## src/rtl/wad_pkg.sv

```systemverilog
// Shared types and constants for the windowed average / deviation block.
// Used by wad_ctrl, wad_datapath and the top level; depends on nothing.
package wad_pkg;

	localparam int TIME_BITS = 32;
	localparam logic [TIME_BITS-1:0] SPAN_RESET = 32'd1000;

	typedef enum logic [1:0] {
		ST_IDLE,
		ST_UPDATE,
		ST_DIVIDE,
		ST_RESULT
	} wad_state_t;

	// controller -> datapath
	typedef struct packed {
		logic accept;    // latch the input beat
		logic update;    // fold the held sample into the window
		logic div_load;  // start the mean division
		logic div_step;  // one restoring division step
		logic finish;    // load result register, restart window
	} wad_cmd_t;

	// datapath -> controller
	typedef struct packed {
		logic close;     // window closes with the held sample
		logic div_done;  // all quotient bits produced
		logic out_free;  // result register can take a new beat
	} wad_sts_t;

endpackage

```

## src/rtl/wad_ctrl.sv

```systemverilog
// Controller state machine for the windowed average / deviation block.
// Depends on wad_pkg for the state enum and the command/status structs.
module wad_ctrl
	import wad_pkg::*;
(
	input  logic     clk,
	input  logic     arst_n,
	input  logic     s_tvalid,
	output logic     s_tready,
	input  wad_sts_t sts,
	output wad_cmd_t cmd
);

	wad_state_t state_q;
	wad_state_t state_d;

	always_ff @(posedge clk or negedge arst_n) begin
		if (!arst_n) begin
			state_q <= ST_IDLE;
		end else begin
			state_q <= state_d;
		end
	end

	always_comb begin
		state_d = state_q;
		case (state_q)
			ST_IDLE: begin
				if (s_tvalid) state_d = ST_UPDATE;
			end
			ST_UPDATE: begin
				state_d = sts.close ? ST_DIVIDE : ST_IDLE;
			end
			ST_DIVIDE: begin
				if (sts.div_done) state_d = ST_RESULT;
			end
			ST_RESULT: begin
				if (sts.out_free) state_d = ST_IDLE;
			end
			default: state_d = ST_IDLE;
		endcase
	end

	always_comb begin
		cmd      = '0;
		s_tready = 1'b0;
		case (state_q)
			ST_IDLE: begin
				s_tready   = 1'b1;
				cmd.accept = s_tvalid;
			end
			ST_UPDATE: begin
				cmd.update   = 1'b1;
				cmd.div_load = sts.close;
			end
			ST_DIVIDE: begin
				cmd.div_step = !sts.div_done;
			end
			ST_RESULT: begin
				cmd.finish = sts.out_free;
			end
			default: begin
				cmd = '0;
			end
		endcase
	end

endmodule

```

## src/rtl/wad_datapath.sv

```systemverilog
// Datapath: window accumulators, restoring divider, deviation and result register.
// Depends on wad_pkg; driven by wad_ctrl through wad_cmd_t.
module wad_datapath
	import wad_pkg::*;
#(
	parameter int SAMPLE_BITS = 10,
	parameter int COUNT_BITS  = 16,
	localparam int IN_W  = ((SAMPLE_BITS + TIME_BITS + 7) / 8) * 8,
	localparam int OUT_W = ((2 * SAMPLE_BITS - 1 + 7) / 8) * 8
) (
	input  logic                 clk,
	input  logic                 arst_n,
	input  logic [IN_W-1:0]      s_tdata,
	input  logic                 cfg_valid,
	input  logic [TIME_BITS-1:0] cfg_data,
	input  wad_cmd_t             cmd,
	output wad_sts_t             sts,
	output logic                 m_tvalid,
	input  logic                 m_tready,
	output logic [OUT_W-1:0]     m_tdata
);

	localparam int SUM_BITS  = SAMPLE_BITS + COUNT_BITS;
	localparam int STEP_BITS = $clog2(SUM_BITS + 1);

	logic [TIME_BITS-1:0]   span_q;
	logic [SAMPLE_BITS-1:0] sample_q;
	logic [TIME_BITS-1:0]   now_q;
	logic [TIME_BITS-1:0]   start_q;
	logic [SUM_BITS-1:0]    sum_q;
	logic [COUNT_BITS-1:0]  count_q;
	logic [SAMPLE_BITS-1:0] min_q;
	logic [SAMPLE_BITS-1:0] max_q;
	logic [COUNT_BITS:0]    rem_q;
	logic [SUM_BITS-1:0]    quo_q;
	logic [STEP_BITS-1:0]   step_q;
	logic                   m_tvalid_q;
	logic [SAMPLE_BITS-1:0] mean_q;
	logic [SAMPLE_BITS-2:0] dev_q;

	logic [SUM_BITS-1:0]    sum_next;
	logic [TIME_BITS-1:0]   elapsed;
	logic [COUNT_BITS:0]    trial;
	logic [COUNT_BITS:0]    divisor;
	logic                   trial_ge;
	logic [SAMPLE_BITS-1:0] mean;
	logic [SAMPLE_BITS-1:0] up;
	logic [SAMPLE_BITS-1:0] down;
	logic [SAMPLE_BITS-1:0] larger;

	assign sum_next = sum_q + SUM_BITS'(sample_q);
	assign elapsed  = now_q - start_q;

	assign sts.close    = (elapsed >= span_q) ||
	                      (count_q == {{(COUNT_BITS-1){1'b1}}, 1'b0});
	assign sts.div_done = (step_q == '0);
	assign sts.out_free = !m_tvalid_q || m_tready;

	// restoring step: shift in the next dividend bit, subtract if it fits
	assign divisor  = {1'b0, count_q};
	assign trial    = {rem_q[COUNT_BITS-1:0], quo_q[SUM_BITS-1]};
	assign trial_ge = (trial >= divisor);

	// quotient never exceeds the window maximum, so the low bits hold it
	assign mean   = quo_q[SAMPLE_BITS-1:0];
	assign up     = (max_q >= mean) ? max_q - mean : '0;
	assign down   = (mean >= min_q) ? mean - min_q : '0;
	assign larger = (up > down) ? up : down;

	always_ff @(posedge clk or negedge arst_n) begin
		if (!arst_n) begin
			span_q <= SPAN_RESET;
		end else if (cfg_valid) begin
			span_q <= cfg_data;
		end
	end

	always_ff @(posedge clk) begin
		if (cmd.accept) begin
			sample_q <= s_tdata[SAMPLE_BITS-1:0];
			now_q    <= s_tdata[SAMPLE_BITS+TIME_BITS-1:SAMPLE_BITS];
		end
	end

	always_ff @(posedge clk or negedge arst_n) begin
		if (!arst_n) begin
			start_q <= '0;
			sum_q   <= '0;
			count_q <= '0;
			min_q   <= '1;
			max_q   <= '0;
		end else if (cmd.update) begin
			sum_q   <= sum_next;
			count_q <= count_q + 1'b1;
			if (sample_q < min_q) min_q <= sample_q;
			if (sample_q > max_q) max_q <= sample_q;
		end else if (cmd.finish) begin
			start_q <= now_q;
			sum_q   <= '0;
			count_q <= '0;
			min_q   <= '1;
			max_q   <= '0;
		end
	end

	always_ff @(posedge clk or negedge arst_n) begin
		if (!arst_n) begin
			step_q <= '0;
		end else if (cmd.div_load) begin
			step_q <= STEP_BITS'(SUM_BITS);
		end else if (cmd.div_step) begin
			step_q <= step_q - 1'b1;
		end
	end

	always_ff @(posedge clk) begin
		if (cmd.div_load) begin
			rem_q <= '0;
			quo_q <= sum_next;
		end else if (cmd.div_step) begin
			rem_q <= trial_ge ? trial - divisor : trial;
			quo_q <= {quo_q[SUM_BITS-2:0], trial_ge};
		end
	end

	always_ff @(posedge clk or negedge arst_n) begin
		if (!arst_n) begin
			m_tvalid_q <= 1'b0;
		end else if (cmd.finish) begin
			m_tvalid_q <= 1'b1;
		end else if (m_tready) begin
			m_tvalid_q <= 1'b0;
		end
	end

	always_ff @(posedge clk) begin
		if (cmd.finish) begin
			mean_q <= mean;
			dev_q  <= larger[SAMPLE_BITS-1:1];
		end
	end

	assign m_tvalid = m_tvalid_q;
	assign m_tdata  = OUT_W'({dev_q, mean_q});

endmodule

```

## src/rtl/windowed_average_deviation_core.sv

```systemverilog
// Top level of the windowed average / deviation block.
// Depends on wad_pkg, wad_ctrl and wad_datapath.
//
// Usage:
//   s_* channel: one beat per sample; s_tdata = {now_ms, sample}, sample in the
//   lowest SAMPLE_BITS bits, the 32-bit millisecond timestamp above it.
//   cfg_* channel: write of window_span_ms (32 bits), always ready; write it
//   only while the block is idle.
//   m_* channel: one beat per closed window; m_tdata = {deviation, mean}.
// Sequence:
//   A sample that leaves the window open is accepted and then folded in.
//   A sample that closes the window is accepted and folded in, then a restoring
//   divider produces one quotient bit per cycle; the controller sees it finish,
//   and a final step forms the deviation and loads the result register.
//   s_tready is high only between samples.
// Reset:
//   arst_n clears the window (start 0, empty sum and count), sets the span
//   to 1000 ms and drops m_tvalid.
// Back-pressure:
//   A result waits in the output register while m_tready is low; further
//   samples are still taken, and only a second closing window stalls in its
//   final cycle until the pending beat has been taken.
module windowed_average_deviation_core
	import wad_pkg::*;
#(
	parameter int SAMPLE_BITS = 10,
	parameter int COUNT_BITS  = 16,
	localparam int IN_W  = ((SAMPLE_BITS + TIME_BITS + 7) / 8) * 8,
	localparam int OUT_W = ((2 * SAMPLE_BITS - 1 + 7) / 8) * 8
) (
	input  logic                 clk,
	input  logic                 arst_n,
	input  logic                 s_tvalid,
	output logic                 s_tready,
	input  logic [IN_W-1:0]      s_tdata,   // sample, now_ms (lowest first)
	output logic                 m_tvalid,
	input  logic                 m_tready,
	output logic [OUT_W-1:0]     m_tdata,   // mean, deviation (lowest first)
	input  logic                 cfg_valid,
	output logic                 cfg_ready,
	input  logic [TIME_BITS-1:0] cfg_data   // window_span_ms
);

	wad_cmd_t cmd;
	wad_sts_t sts;

	// span register takes every write beat at once
	assign cfg_ready = 1'b1;

	wad_ctrl u_ctrl (
		.clk      (clk),
		.arst_n   (arst_n),
		.s_tvalid (s_tvalid),
		.s_tready (s_tready),
		.sts      (sts),
		.cmd      (cmd)
	);

	wad_datapath #(
		.SAMPLE_BITS (SAMPLE_BITS),
		.COUNT_BITS  (COUNT_BITS)
	) u_datapath (
		.clk       (clk),
		.arst_n    (arst_n),
		.s_tdata   (s_tdata),
		.cfg_valid (cfg_valid),
		.cfg_data  (cfg_data),
		.cmd       (cmd),
		.sts       (sts),
		.m_tvalid  (m_tvalid),
		.m_tready  (m_tready),
		.m_tdata   (m_tdata)
	);

endmodule
```

## config.mk

```make
export PLATFORM = sky130hd
export DESIGN_NAME = windowed_average_deviation_core
export DESIGN_NICKNAME = d
export VERILOG_FILES = /design/src/rtl/wad_pkg.sv /design/src/rtl/wad_ctrl.sv /design/src/rtl/wad_datapath.sv /design/src/rtl/windowed_average_deviation_core.sv
export SDC_FILE = /design/constraint.sdc
export NUM_CORES = 1
export LEC_CHECK = 0
export ABC_AREA = 1
export CAP_MARGIN = 20
export CORE_ASPECT_RATIO = 0.8
export CORE_MARGIN = 8
export CORE_UTILIZATION = 35
export DETAILED_ROUTE_END_ITERATION = 10
export DONT_BUFFER_PORTS = 1
export PLACE_DENSITY = 0.54
export SYNTH_ARGS = -nofsm -noshare
export SYNTH_HDL_FRONTEND = slang
export SYNTH_SLANG_ARGS = --single-unit
export TNS_END_PERCENT = 1
```

## constraint.sdc

```tcl
create_clock -name clk -period 4.8 [get_ports clk]
set_input_delay 0.96 -clock clk [delete_from_list [all_inputs] [get_ports clk]]
set_output_delay 0.96 -clock clk [all_outputs]
set_load 0.02 [all_outputs]
```

==> key figures, run 1 <==
Power
  • Part of the power in registers: 25.9%
  • Clock power frac: about 16%
  • Tot Pwr: roughly 0.014 W
  • Static Leak: 8.29 nW
  • Sw frac: 48.6%
  • Combinational power share: 58.1%
  • Peak VDD IR: 0.000330 V
  • Cell internal pwr: 0.00695 W
  • Power Dens Cells: between 700 and 800 nW/µm²
  • Psw: 0.00657 W

CTS
  • Max clock buf depth: 3
  • Clock sinks: 237
  • Setup Buffers After CTS: 0
  • TritonCTS clock tree: built
  • Root Driver: clkbuf_16
  • H-tree Lvls: 1
  • CTS Buf Count: 29
  • CTS Hold Buffers Added: 0
  • CTS clk-pin slew, worst paths: 0.06 ns
  • Cts repair resizes: 0
  • Clock latency on the worst-skew pair: 0.56 ns

Finish
  • Register area: 6310 µm²
  • Core Util, Final: 39.0%
  • Share of cells above drive strength 1: 5.99%
  • Filler cells: 4600
  • Nets@finish: between 2000 and 2500
  • ANT cells: 0
  • Area Overhead vs Synth: 9.56%
  • Area of the multi-input gates: around 8100 µm²

Routing
  • Top layer used by detailed routing: met4
  • Metal-1 WL: 21600 µm
  • Routed wire length: roughly 42000 µm
  • Initial drt markers: between 900 and 1000
  • DRT Pass-1 Iters: 5
  • Post-route ant nets: 0
  • Post-DR vias/cell: 4.88
  • Vias: between 10000 and 15000
  • Met3 Wirelength: roughly 2300 µm
  • Routed len/inst: 15.8 µm
  • Met2 WL: about 18000 µm
  • DRC: 0

Logic synthesis
  • Seq/Total Area, Yosys: 39.8%
  • Ys async rst share: 56.5%
  • Post-synth cell types: 54
  • Post-synth top flop: dfrtp_1
  • EDFF count, synth: 87
  • Mapped Area: approximately 16000 µm²
  • Post-synthesis sequential element count: 237
  • Syn_area_per_cell: 7.72 µm²
  • Cells after Synth: 2051
  • Synthesis Warnings: 0

Worst setup path
  • CP Cell Sequence: inv_1 > ha_1 > inv_1 > fa_1 > nand3_1 > nand2_1 > a21oi_1 > o21ai_0 > nand4_1 > nand3_1 > nand2_1 > nand2_1 > ha_1 > nand2_1 > inv_1 > nand2_1 > nand2_1 > nand2_1 > nand4_1 > nor2_1 > nand2_1 > nand2_2 > buf_4 > o21ai_1
  • Worst-path fanout max: 52
  • R2r setup slk: about 0.48 ns
  • CP Data Arrival Time: 4.61 ns
  • Max stage delay on crit path: 0.47 ns
  • Crit Path Class: flop to flop
  • CP dominant cell by count: nand2_1
  • CP endpoint kind: flop
  • Slowest library cell on the worst path: buf_4
  • CP startpoint kind: flop
  • Worst EP required: 5.09 ns

STA
  • Fin Clk Skew: 0.0170 ns
  • FMAX: 231 MHz
  • Final Hold Viols: 0
  • WHS: 0.114 ns
  • Relative slew slack: 40.1%
  • Minimum clock period: about 4.3 ns
  • Slew @ Worst Pin: 0.899 ns
  • Max-slew violations: 0
  • Final worst path period share: about 90%
  • Setup Viol. Count Final: 0
  • Fin Setup TNS: 0 ns
  • RSZ-0062 raised after global routing: no

GRT
  • Largest net degree at the start of global routing: 135
  • First-pass GRT wire length: 67500 µm
  • Vias in the first global route: 12400
  • Overflow after GRT: 0
  • Antenna violations before repair: 1
  • Overall Global Routing Usage: 15.9%

Floorplan
  • Total core area: 44500 µm²
  • Row Count: 69
  • Io pins: 112
  • DIE AREA: 52400 µm²
  • Die width: 254 µm
  • Die height: 206 µm
  • Initial Util: 35.6%

Placed design
  • Post-DP HPWL: 31800 µm
  • Final Wtd Congestion: 0.966
  • PortBufs: 0

Outcome
  • Outcome: completed

Job
  • Max cap viols: 0

Min path
  • Hold Crit Class: primary input to asynchronous set/reset pin
-- flip-flops by register name, indices dropped and copies added (netlist names), 16 cells and up, named ones only --
name,count
u_datapath.quo_q,26
u_datapath.start_q,32
u_datapath.sum_q,26
u_datapath.now_q,32
u_datapath.count_q,16
u_datapath.span_q,32
u_datapath.rem_q,16
-- cell usage after synthesis (11+ instances only) --
library cell / n / area share, %
inv_1: 303 / 7.2
buf_2: 11 / 0.35
nor3_1: 13 / 0.41
dfxtp_1: 16 / 2.0
xnor2_1: 18 / 1.0
nand4_1: 33 / 1.3
a21oi_1: 109 / 3.4
o21ai_0: 144 / 4.5
nand3_2: 13 / 0.82
dfrtp_1: 118 / 19
clkbuf_1: 20 / 0.47
edfxtp_1: 87 / 16
nor2_1: 131 / 3.1
nand3_1: 119 / 3.8
ha_1: 142 / 11
xor2_1: 41 / 2.3
nand2_1: 564 / 13
dfstp_2: 16 / 2.7
o21ai_1: 30 / 0.95
-- final timing paths --
check | startpoint | end | cells after the start
setup / recovery | u_datapath.now_q[0] | u_datapath.quo_q[21] | 24
min in group clk | u_datapath.count_q[9] | u_datapath.count_q[9] | 1
hold reg to reg | u_datapath.count_q[9] | u_datapath.count_q[9] | 1
hold / removal | arst_n | u_datapath.start_q[26] | 0
setup reg to reg | u_datapath.now_q[0] | u_datapath.quo_q[21] | 24
max in group asynchronous | arst_n | u_datapath.min_q[3] | 0
-- metrics by stage --
step,area (µm²),setup slack (ns),cells
2_1_floorplan,15900,0.440,2055
3_3_place_gp,16400,0.590,2619
3_5_place_dp,16400,0.553,2619
4_1_cts,17400,0.530,2672
5_1_grt,17400,0.0458,2672
6_report,17400,0.478,2672
-- per-layer routing --
| metal | vias to the layer above | GRT usage, % |
|---|---|---|
| met5 | - | 0 |
| met4 | 0 | 2.90 |
| met3 | 50 | 2.93 |
| met2 | 269 | 24.2 |
| met1 | 6044 | 23.4 |
| li1 | 6667 | - |
-- power by group through the flow --
stage / Combinational (W) / Sequential [W] / Clock [W]
floorplan: 0.00614 / 0.00337 / 0
global placement: 0.00772 / 0.00354 / 0
detailed placement: 0.00783 / 0.00355 / 0
CTS: 0.00788 / 0.00351 / 0.00223
global route: 0.00902 / 0.00358 / 0.00230
finish: 0.00786 / 0.00350 / 0.00216
-- cell type report --
| cell class | count | share of cell area (%) |
|---|---|---|
| Clock buffer | 40 | 4.65 |
| Clock inverter | 13 | 0.728 |
| Inverter | 309 | 6.68 |
| Multi-Input combinational cell | 1458 | 46.7 |
| Sequential cell | 237 | 36.3 |
| Tap cell | 603 | 4.35 |
| Timing Repair Buffer | 12 | 0.519 |
-- kinds of logic after synthesis --
logic type / synth area share, %
and+or+nand+nor: 24.9
buffers and inverters: 9.11
AOI/OAI and AO/OA: 11.0
DFF: 39.8
adders and majority gates: 11.8
xor gates and xnor gates: 3.26
other: 0.0474
muxes: 0.0711
-- worst max-delay path, delay by kind of cell (launching register included) --
kind | cells | cell delay (ns)
simple gates | 14 | 1.39
compound gates | 3 | 0.85
fa+ha+maj | 3 | 0.79
buf+inv | 4 | 0.64
flops | 1 | 0.35
-- cell usage in the layout (no fill, tap or decap), types with 10 or more instances in the layout --
master,n
o21ai_1,30
inv_1,303
edfxtp_1,87
dfstp_2,16
nand2_1,564
nand3_2,13
dfxtp_1,16
o22ai_1,10
nor3_1,12
buf_4,12
clkbuf_16,29
nand3_1,119
nand4_1,33
o21ai_0,144
xnor2_1,18
a21oi_1,109
nor2_1,131
xor2_1,41
ha_1,142
dfrtp_1,118
Note: power is estimated with default switching activity, not from simulation.
==> run 2: changes to the inputs <==
--- a/config.mk
+++ b/config.mk
@@ -7,7 +7,7 @@
 export LEC_CHECK = 0
 export ABC_AREA = 1
 export CAP_MARGIN = 20
-export CORE_ASPECT_RATIO = 0.8
+export CORE_ASPECT_RATIO = 0.9
 export CORE_MARGIN = 8
 export CORE_UTILIZATION = 35
 export DETAILED_ROUTE_END_ITERATION = 10
@@ -15,5 +15,6 @@
 export PLACE_DENSITY = 0.54
 export SYNTH_ARGS = -nofsm -noshare
 export SYNTH_HDL_FRONTEND = slang
+export SYNTH_HIERARCHICAL = 1
 export SYNTH_SLANG_ARGS = --single-unit
 export TNS_END_PERCENT = 1
==> run 2 against run 1 <==
  * Register-to-register slack got worse by 0.02 ns
  * Final cell count is 3.0% higher
  * Worst setup slack worse by 0.017 ns
  * Largest power group unchanged
  * Critical path type unchanged
  * First-iteration DRC count is 4.7% lower
  * Via count grew 4.1%
  * Combinational power increased by 13%
==> key figures, run 2 <==
STA
  • RSZ-0062 raised after global routing: no (unchanged)
  • Max-slew violations: 0 (unchanged)
  • Slew @ Worst Pin: 0.747 ns (was 0.899 ns)
  • Relative slew slack: 50.2% (was 40.1%)
  • Fin Clk Skew: 0.00782 ns (was 0.0170 ns)
  • Setup Viol. Count Final: 0 (unchanged)
  • Minimum clock period: 4.34 ns (was 4.32 ns)
  • FMAX: 230 MHz (was 231 MHz)
  • Fin Setup TNS: 0 ns (unchanged)
  • Final Hold Viols: 0 (unchanged)
  • Final worst path period share: 90.4% (was 90.0%)
  • WHS: 0.0938 ns (was 0.114 ns)

Finish
  • Area Overhead vs Synth: 9.87% (was 9.56%)
  • Largest regs: u_datapath/now_q x32, u_datapath/span_q x32, u_datapath/start_q x32 (was u_datapath.now_q x32, u_datapath.span_q x32, u_datapath.start_q x32)
  • Most frequent cells in the layout: 613 x nand2_1, 302 x inv_1, 181 x nand3_1, 164 x o21ai_0, 142 x ha_1 (was 564 x nand2_1, 303 x inv_1, 144 x o21ai_0, 142 x ha_1, 131 x nor2_1)
  • Share of cells above drive strength 1: 5.64% (was 5.99%)
  • Commonest non-fill, non-tap cell in the layout: nand2_1 (unchanged)
  • Nets@finish: 2355 (was 2279)
  • Area of the multi-input gates: 8360 µm² (was 8110 µm²)
  • Register area: 6310 µm² (unchanged)
  • ANT cells: 0 (unchanged)
  • Post-route cell area: 17600 µm² (was 17400 µm²)
  • Filler cells: 4691 (was 4600)

Job
  • Max cap viols: 0 (unchanged)

CTS
  • Clock sinks: 237 (unchanged)
  • Cts repair resizes: 0 (unchanged)
  • CTS clk-pin slew, worst paths: 0.06 ns (about the same)
  • Clock latency on the worst-skew pair: 0.56 ns (about the same)
  • CTS Hold Buffers Added: 0 (unchanged)
  • Root Driver: clkbuf_16 (unchanged)
  • CTS Buf Count: 28 (was 29)
  • Max clock buf depth: 3 (unchanged)
  • H-tree Lvls: 1 (unchanged)
  • Setup Buffers After CTS: 0 (unchanged)
  • TritonCTS clock tree: built (unchanged)

Worst setup path
  • R2R depth: 21 (was 24)
  • Crit Path Class: flop to flop (unchanged)
  • Worst EP required: 5.10 ns (was 5.09 ns)
  • CP dominant cell by count: nand2_1 (unchanged)
  • Max stage delay on crit path: 0.47 ns (about the same)
  • Delay-heaviest family, CP: simple AND/OR/NAND/NOR gates (unchanged)
  • CP endpoint kind: flop (unchanged)
  • R2r setup slk: 0.46 ns (was 0.48 ns)
  • CP Data Arrival Time: 4.64 ns (was 4.61 ns)
  • Critical path buffers and inverters: 4 (unchanged)
  • Slowest library cell on the worst path: nor2_2 (was buf_4)
  • CP startpoint kind: flop (unchanged)
  • CP Cell Sequence: ha_1 > nand2_1 > nor2_1 > nand4_1 > o21ai_1 > buf_4 > nand2_1 > nand3_1 > nand2_1 > ha_1 > a21oi_1 > nor2_1 > nor3_1 > a21oi_1 > nor2_1 > nand4_1 > nand2_1 > inv_1 > nor2_2 > clkinv_1 > buf_4 (was inv_1 > ha_1 > inv_1 > fa_1 > nand3_1 > nand2_1 > a21oi_1 > o21ai_0 > nand4_1 > nand3_1 > nand2_1 > nand2_1 > ha_1 > nand2_1 > inv_1 > nand2_1 > nand2_1 > nand2_1 > nand4_1 > nor2_1 > nand2_1 > nand2_2 > buf_4 > o21ai_1)
  • Reg2reg end: u_datapath/quo_q[16] (was u_datapath.quo_q[21])
  • Worst r2r src: u_datapath/now_q[9] (was u_datapath.now_q[0])
  • Worst-path fanout max: 19 (was 52)

GRT
  • First-pass GRT wire length: 69200 µm (was 67500 µm)
  • Overflow after GRT: 0 (unchanged)
  • Vias in the first global route: 13200 (was 12400)
  • Overall Global Routing Usage: 15.8% (was 15.9%)
  • Largest net degree at the start of global routing: 135 (unchanged)
  • Antenna violations before repair: 0 (was 1)

Placed design
  • Final Wtd Congestion: 0.885 (was 0.966)
  • Post-DP HPWL: 32300 µm (was 31800 µm)
  • PortBufs: 0 (unchanged)
  • Cell Area, Placed: 16700 µm² (was 16400 µm²)

Floorplan
  • Row Count: 74 (was 69)
  • Die width: 242 µm (was 254 µm)
  • Total core area: 45300 µm² (was 44500 µm²)
  • Io pins: 112 (unchanged)
  • Initial Util: 35.4% (was 35.6%)
  • Die height: 219 µm (was 206 µm)
  • DIE AREA: 52900 µm² (was 52400 µm²)

Logic synthesis
  • Seq/Total Area, Yosys: 39.3% (was 39.8%)
  • Post-synthesis sequential element count: 237 (unchanged)
  • Top post-synthesis cells by area: dfrtp_1 18%, edfxtp_1 16%, nand2_1 14% (was dfrtp_1 19%, edfxtp_1 16%, nand2_1 13%)
  • Mapped Area: 16000 µm² (was 15800 µm²)
  • Simple-Gate Fraction of Synth Area: 28.5% (was 24.9%)
  • Syn_area_per_cell: 7.56 µm² (was 7.72 µm²)
  • Synth area leader: dfrtp_1 (unchanged)
  • Cells after Synth: 2120 (was 2051)
  • Post-synth top cells: 613 x nand2_1, 302 x inv_1, 181 x nand3_1 (was 564 x nand2_1, 303 x inv_1, 144 x o21ai_0)
  • Post-synthesis adder-cell area fraction: 11.7% (was 11.8%)
  • Share of the synthesized area in the top cell type: 18.4% (was 18.6%)
  • Xor and xnor area share after synthesis: 1.80% (was 3.26%)
  • Mux contribution to synthesized area: 0.0703% (was 0.0711%)
  • Synth Area in Compound Gates: 9.90% (was 11.0%)
  • Post-synth top flop: dfrtp_1 (unchanged)
  • Ys async rst share: 56.5% (unchanged)
  • Largest family of logic cells by synthesized area: simple AND/OR/NAND/NOR gates (unchanged)
  • Synthesis Warnings: 6 (was 0)
  • Post-synth cell types: 57 (was 54)
  • EDFF count, synth: 87 (unchanged)
  • Count leader, synth: nand2_1 (unchanged)

Outcome
  • Outcome: completed (unchanged)

Routing
  • DRT Pass-1 Iters: 5 (unchanged)
  • Post-route ant nets: 0 (unchanged)
  • Vias: 13600 (was 13000)
  • Routed wire length: 42100 µm (was 42300 µm)
  • DRC: 0 (unchanged)
  • Routed len/inst: 15.3 µm (was 15.8 µm)
  • Initial drt markers: 885 (was 929)
  • Post-DR vias/cell: 4.93 (was 4.88)

Power
  • Tot Pwr: 0.0147 W (was 0.0135 W)
  • Peak VDD IR: 0.000370 V (was 0.000330 V)
  • Power Dens Cells: 832 nW/µm² (was 779 nW/µm²)
  • Static Leak: 8.51 nW (was 8.29 nW)

Min path
  • Hold Crit Class: primary input to asynchronous set/reset pin (unchanged)
-- run 2: cell types whose count changed after synthesis, sizes merged, moves of 4 or more --
cell,change
a21oi,-21
buf,-9
nand2,+46
nand3,+58
nand3b,+12
nor2,+12
o21bai,+4
o22ai,-9
xor2,-23
-- run 2: cell families after synthesis --
| family | count (synthesis) |
|---|---|
| and+or+nand+nor | 1052 |
| buffers and inverters | 351 |
| AOI/OAI and AO/OA | 297 |
| DFF | 237 |
| adders and majority gates | 147 |
| xor gates and xnor gates | 33 |
| other | 2 |
| muxes | 1 |
-- run 2: per-stage QoR --
stage	cells	worst slack [ns]	util, %
detailed placement	2701	0.544	36.8
CTS	2752	0.523	38.9
floorplan	2124	0.441	-
global route	2752	0.0212	38.9
global placement	2701	0.562	36.8
finish	2752	0.461	38.9
-- run 2: metal layers --
layer / share of wire (%) / global-route usage (%)
met1: 49 / 21.5
met2: 44 / 26.0
met3: 4.4 / 2.60
met4: 2.4 / 4.04
met5: 0 / 0
-- run 2: layout make-up --
class	count	share of cell area, %
repair buffers	11	0.469
multi-input cells	1536	47.5
clock inverters	11	0.497
clock buffers	40	4.82
inverters	309	6.59
well taps	608	4.32
flip-flops and latches	237	35.8
-- run 2: power breakdown --
part	internal [W]	total [W]	switching, W
Sequential	0.00308	0.00366	0.000573
Clock	0.00128	0.00215	0.000869
Combinational	0.00303	0.00885	0.00582
Total	0.00740	0.0147	0.00726
-- run 2: worst reg2reg max path, stage by stage, from the launching register on --
cell      delay (ns)
edfxtp_1        0.40
ha_1            0.39
nand2_1         0.10
nor2_1          0.31
nand4_1         0.13
o21ai_1         0.18
buf_4           0.19
nand2_1         0.08
nand3_1         0.07
nand2_1         0.07
ha_1            0.29
a21oi_1         0.21
nor2_1          0.06
nor3_1          0.14
a21oi_1         0.08
nor2_1          0.16
nand4_1         0.11
nand2_1         0.09
inv_1           0.12
nor2_2          0.47
clkinv_1        0.17
buf_4           0.25
-- run 2: worst max path at each step --
stage	start	slack (ns)	to	cells after the start
floorplan	s_tvalid	0.44	u_datapath/now_q[0]	2
global placement	u_datapath/now_q[12]	0.56	u_datapath/quo_q[19]	22
finish	u_datapath/now_q[9]	0.46	u_datapath/quo_q[16]	21
global route	u_datapath/now_q[12]	0.02	u_datapath/rem_q[0]	22
CTS	u_datapath/now_q[12]	0.52	u_datapath/rem_q[0]	23
detailed placement	u_datapath/now_q[2]	0.54	u_datapath/quo_q[19]	21
==> run 3: changes to the inputs <==
--- a/config.mk
+++ b/config.mk
@@ -7,12 +7,14 @@
 export LEC_CHECK = 0
 export ABC_AREA = 1
 export CAP_MARGIN = 20
+export CELL_PAD_IN_SITES_DETAIL_PLACEMENT = 0
+export CELL_PAD_IN_SITES_GLOBAL_PLACEMENT = 1
 export CORE_ASPECT_RATIO = 0.9
 export CORE_MARGIN = 8
 export CORE_UTILIZATION = 35
 export DETAILED_ROUTE_END_ITERATION = 10
 export DONT_BUFFER_PORTS = 1
-export PLACE_DENSITY = 0.54
+export PLACE_DENSITY = 0.67
 export SYNTH_ARGS = -nofsm -noshare
 export SYNTH_HDL_FRONTEND = slang
 export SYNTH_HIERARCHICAL = 1
==> run 3 against run 2 <==
  * Sequential share of layout area down 0.25 points
  * Clock power grew 7%
  * Via count fell by 1.2%
  * Critical path depth grew 1
  * Die area did not move
  * Largest power group unchanged
  * Highest routed layer unchanged
==> key figures, run 3 (synthesis results as in run 2) <==
Outcome
  • Outcome: completed (unchanged)

Floorplan
  • Die height: 219 µm (unchanged)
  • Total core area: 45300 µm² (unchanged)
  • Row Count: 74 (unchanged)
  • DIE AREA: 52900 µm² (unchanged)
  • Io pins: 112 (unchanged)
  • Die width: 242 µm (unchanged)
  • Initial Util: 35.4% (unchanged)

Placed design
  • Final Wtd Congestion: 0.893 (was 0.885)
  • PortBufs: 0 (unchanged)
  • Post-DP HPWL: 33800 µm (was 32300 µm)
  • Inst Count DP: 2705 (was 2701)

Finish
  • Area of the multi-input gates: 8360 µm² (unchanged)
  • Nets@finish: 2360 (was 2355)
  • Layout Cells excl Fill: 2759 (was 2752)
  • Filler cells: 4689 (was 4691)
  • Largest regs: u_datapath/now_q x32, u_datapath/span_q x32, u_datapath/start_q x32 (unchanged)
  • Register area: 6310 µm² (unchanged)
  • Share of cells above drive strength 1: 5.95% (was 5.64%)
  • Most frequent cells in the layout: 613 x nand2_1, 302 x inv_1, 181 x nand3_1, 164 x o21ai_0, 142 x ha_1 (unchanged)
  • Area Overhead vs Synth: 10.6% (was 9.87%)
  • Commonest non-fill, non-tap cell in the layout: nand2_1 (unchanged)

CTS
  • CTS Hold Buffers Added: 0 (unchanged)
  • Cts repair resizes: 0 (unchanged)
  • Max clock buf depth: 3 (unchanged)
  • Setup Buffers After CTS: 0 (unchanged)
  • CTS Buf Count: 29 (was 28)
  • TritonCTS clock tree: built (unchanged)
  • H-tree Lvls: 1 (unchanged)
  • Clock latency on the worst-skew pair: 0.57 ns (was 0.56 ns)
  • CTS clk-pin slew, worst paths: 0.06 ns (about the same)
  • Root Driver: clkbuf_16 (unchanged)
  • Clock sinks: 237 (unchanged)

Worst setup path
  • Slowest library cell on the worst path: o21ai_0 (was nor2_2)
  • CP Data Arrival Time: 4.93 ns (was 4.64 ns)
  • CP dominant cell by count: nand2_1 (unchanged)
  • Crit Path Class: flop to flop (unchanged)
  • Worst EP required: 5.27 ns (was 5.10 ns)
  • CP endpoint kind: flop (unchanged)
  • Max stage delay on crit path: 0.53 ns (was 0.47 ns)
  • R2R depth: 22 (was 21)
  • Worst-path fanout max: 17 (was 19)
  • CP Cell Sequence: ha_1 > nand2_1 > o21ai_0 > a21oi_1 > o21ai_1 > buf_4 > nand2_1 > nand3_1 > nand2_1 > ha_1 > a21oi_1 > nor2_1 > nor3_1 > a21oi_1 > nor2_1 > nand4_1 > nand2_1 > inv_1 > nor2_2 > clkinv_1 > buf_4 > o21ai_0 (was ha_1 > nand2_1 > nor2_1 > nand4_1 > o21ai_1 > buf_4 > nand2_1 > nand3_1 > nand2_1 > ha_1 > a21oi_1 > nor2_1 > nor3_1 > a21oi_1 > nor2_1 > nand4_1 > nand2_1 > inv_1 > nor2_2 > clkinv_1 > buf_4)
  • CP startpoint kind: flop (unchanged)

GRT
  • Antenna violations before repair: 2 (was 0)
  • Overflow after GRT: 0 (unchanged)
  • First-pass GRT wire length: 71100 µm (was 69200 µm)
  • Largest net degree at the start of global routing: 135 (unchanged)
  • Vias in the first global route: 13000 (was 13200)
  • Overall Global Routing Usage: 16.4% (was 15.8%)

STA
  • Final worst path period share: 92.9% (was 90.4%)
  • RSZ-0062 raised after global routing: yes (was no)
  • Slew @ Worst Pin: 1.06 ns (was 0.747 ns)
  • Minimum clock period: 4.46 ns (was 4.34 ns)
  • Fin Clk Skew: 0.0200 ns (was 0.00782 ns)
  • WHS: 0.0960 ns (was 0.0938 ns)
  • Fin Setup TNS: 0 ns (unchanged)
  • Max-slew violations: 0 (unchanged)
  • FMAX: 224 MHz (was 230 MHz)
  • Setup Viol. Count Final: 0 (unchanged)
  • Relative slew slack: 28.7% (was 50.2%)
  • Final Hold Viols: 0 (unchanged)

Job
  • Max cap viols: 0 (unchanged)

Power
  • Power Dens Cells: 843 nW/µm² (was 832 nW/µm²)
  • Static Leak: 8.57 nW (was 8.51 nW)
  • Peak VDD IR: 0.000352 V (was 0.000370 V)

Routing
  • Routed len/inst: 15.8 µm (was 15.3 µm)
  • Metal-1 WL: 22200 µm (was 20600 µm)
  • Met3 Wirelength: 2220 µm (was 1840 µm)
  • Vias: 13400 (was 13600)
  • Met2 WL: 18200 µm (was 18600 µm)
  • Post-DR vias/cell: 4.86 (was 4.93)
  • Post-route ant nets: 0 (unchanged)
  • DRT Pass-1 Iters: 5 (unchanged)
  • Top layer used by detailed routing: met4 (unchanged)
  • Initial drt markers: 931 (was 885)
  • Routed wire length: 43600 µm (was 42100 µm)
  • DRC: 0 (unchanged)

Min path
  • Hold Crit Class: primary input to asynchronous set/reset pin (unchanged)
[run 3: cell types whose count changed in the layout (fill, tap and decap cells not counted)]
cell        change
clkbuf_1        -1
clkinv_2        -2
bufinv_16       +3
clkbuf_16       -1
clkbuf_8        +1
buf_4           +3
buf_12          +1
diode_2         +1
clkinvlp_4      +2
[run 3: worst paths after layout]
kind | end | slack (ns) | from
setup / recovery | u_datapath/step_q[0] | 0.34 | u_datapath/now_q[11]
hold / removal | u_datapath/start_q[22] | 0.1 | arst_n
setup reg to reg | u_datapath/step_q[0] | 0.34 | u_datapath/now_q[11]
hold reg to reg | u_datapath/rem_q[15] | 0.47 | u_datapath/rem_q[15]
max in group asynchronous | u_datapath/min_q[8] | 4.41 | arst_n
min in group clk | u_datapath/rem_q[15] | 0.47 | u_datapath/rem_q[15]
[run 3: area by class of cell]
class	count	area share, %
multi-input cells	1536	47.2
flip-flops and latches	237	35.6
inverters	309	6.54
clock buffers	39	4.71
well taps	608	4.29
clock inverters	14	1.03
repair buffers	15	0.706
diodes	1	0.0141
[run 3: critical path: cells and delay by family (launching register included)]
| kind | cells | cell delay (ns) |
|---|---|---|
| buffers and inverters | 4 | 0.73 |
| flip-flops | 1 | 0.41 |
| AO/OA/AOI/OAI | 6 | 1.25 |
| adder cells (fa/ha/maj) | 2 | 0.66 |
| AND/OR/NAND/NOR | 10 | 1.32 |
[run 3: routing by layer]
layer  up-vias  global-route usage (%)
li1       6935                       -
met1      6138                    23.8
met2       264                    25.5
met3        66                    2.49
met4         0                    3.70
met5         -                       0
[run 3: stage by stage]
step | instance area (µm²) | utilization, % | total power, W | worst slack [ns]
global route | 17700 | 39.2 | 0.0166 | -0.0721
detailed placement | 16700 | 36.9 | 0.0127 | 0.385
floorplan | 16000 | - | 0.0103 | 0.441
CTS | 17700 | 39.2 | 0.0151 | 0.331
finish | 17700 | 39.2 | 0.0149 | 0.342
global placement | 16700 | 36.9 | 0.0126 | 0.410
[run 3: power by group]
part	switching, W	leakage (nW)	internal (W)
registers	0.000558	2.61	0.00308
clock network	0.000878	0.496	0.00143
logic	0.00592	5.47	0.00307
total	0.00736	8.57	0.00759
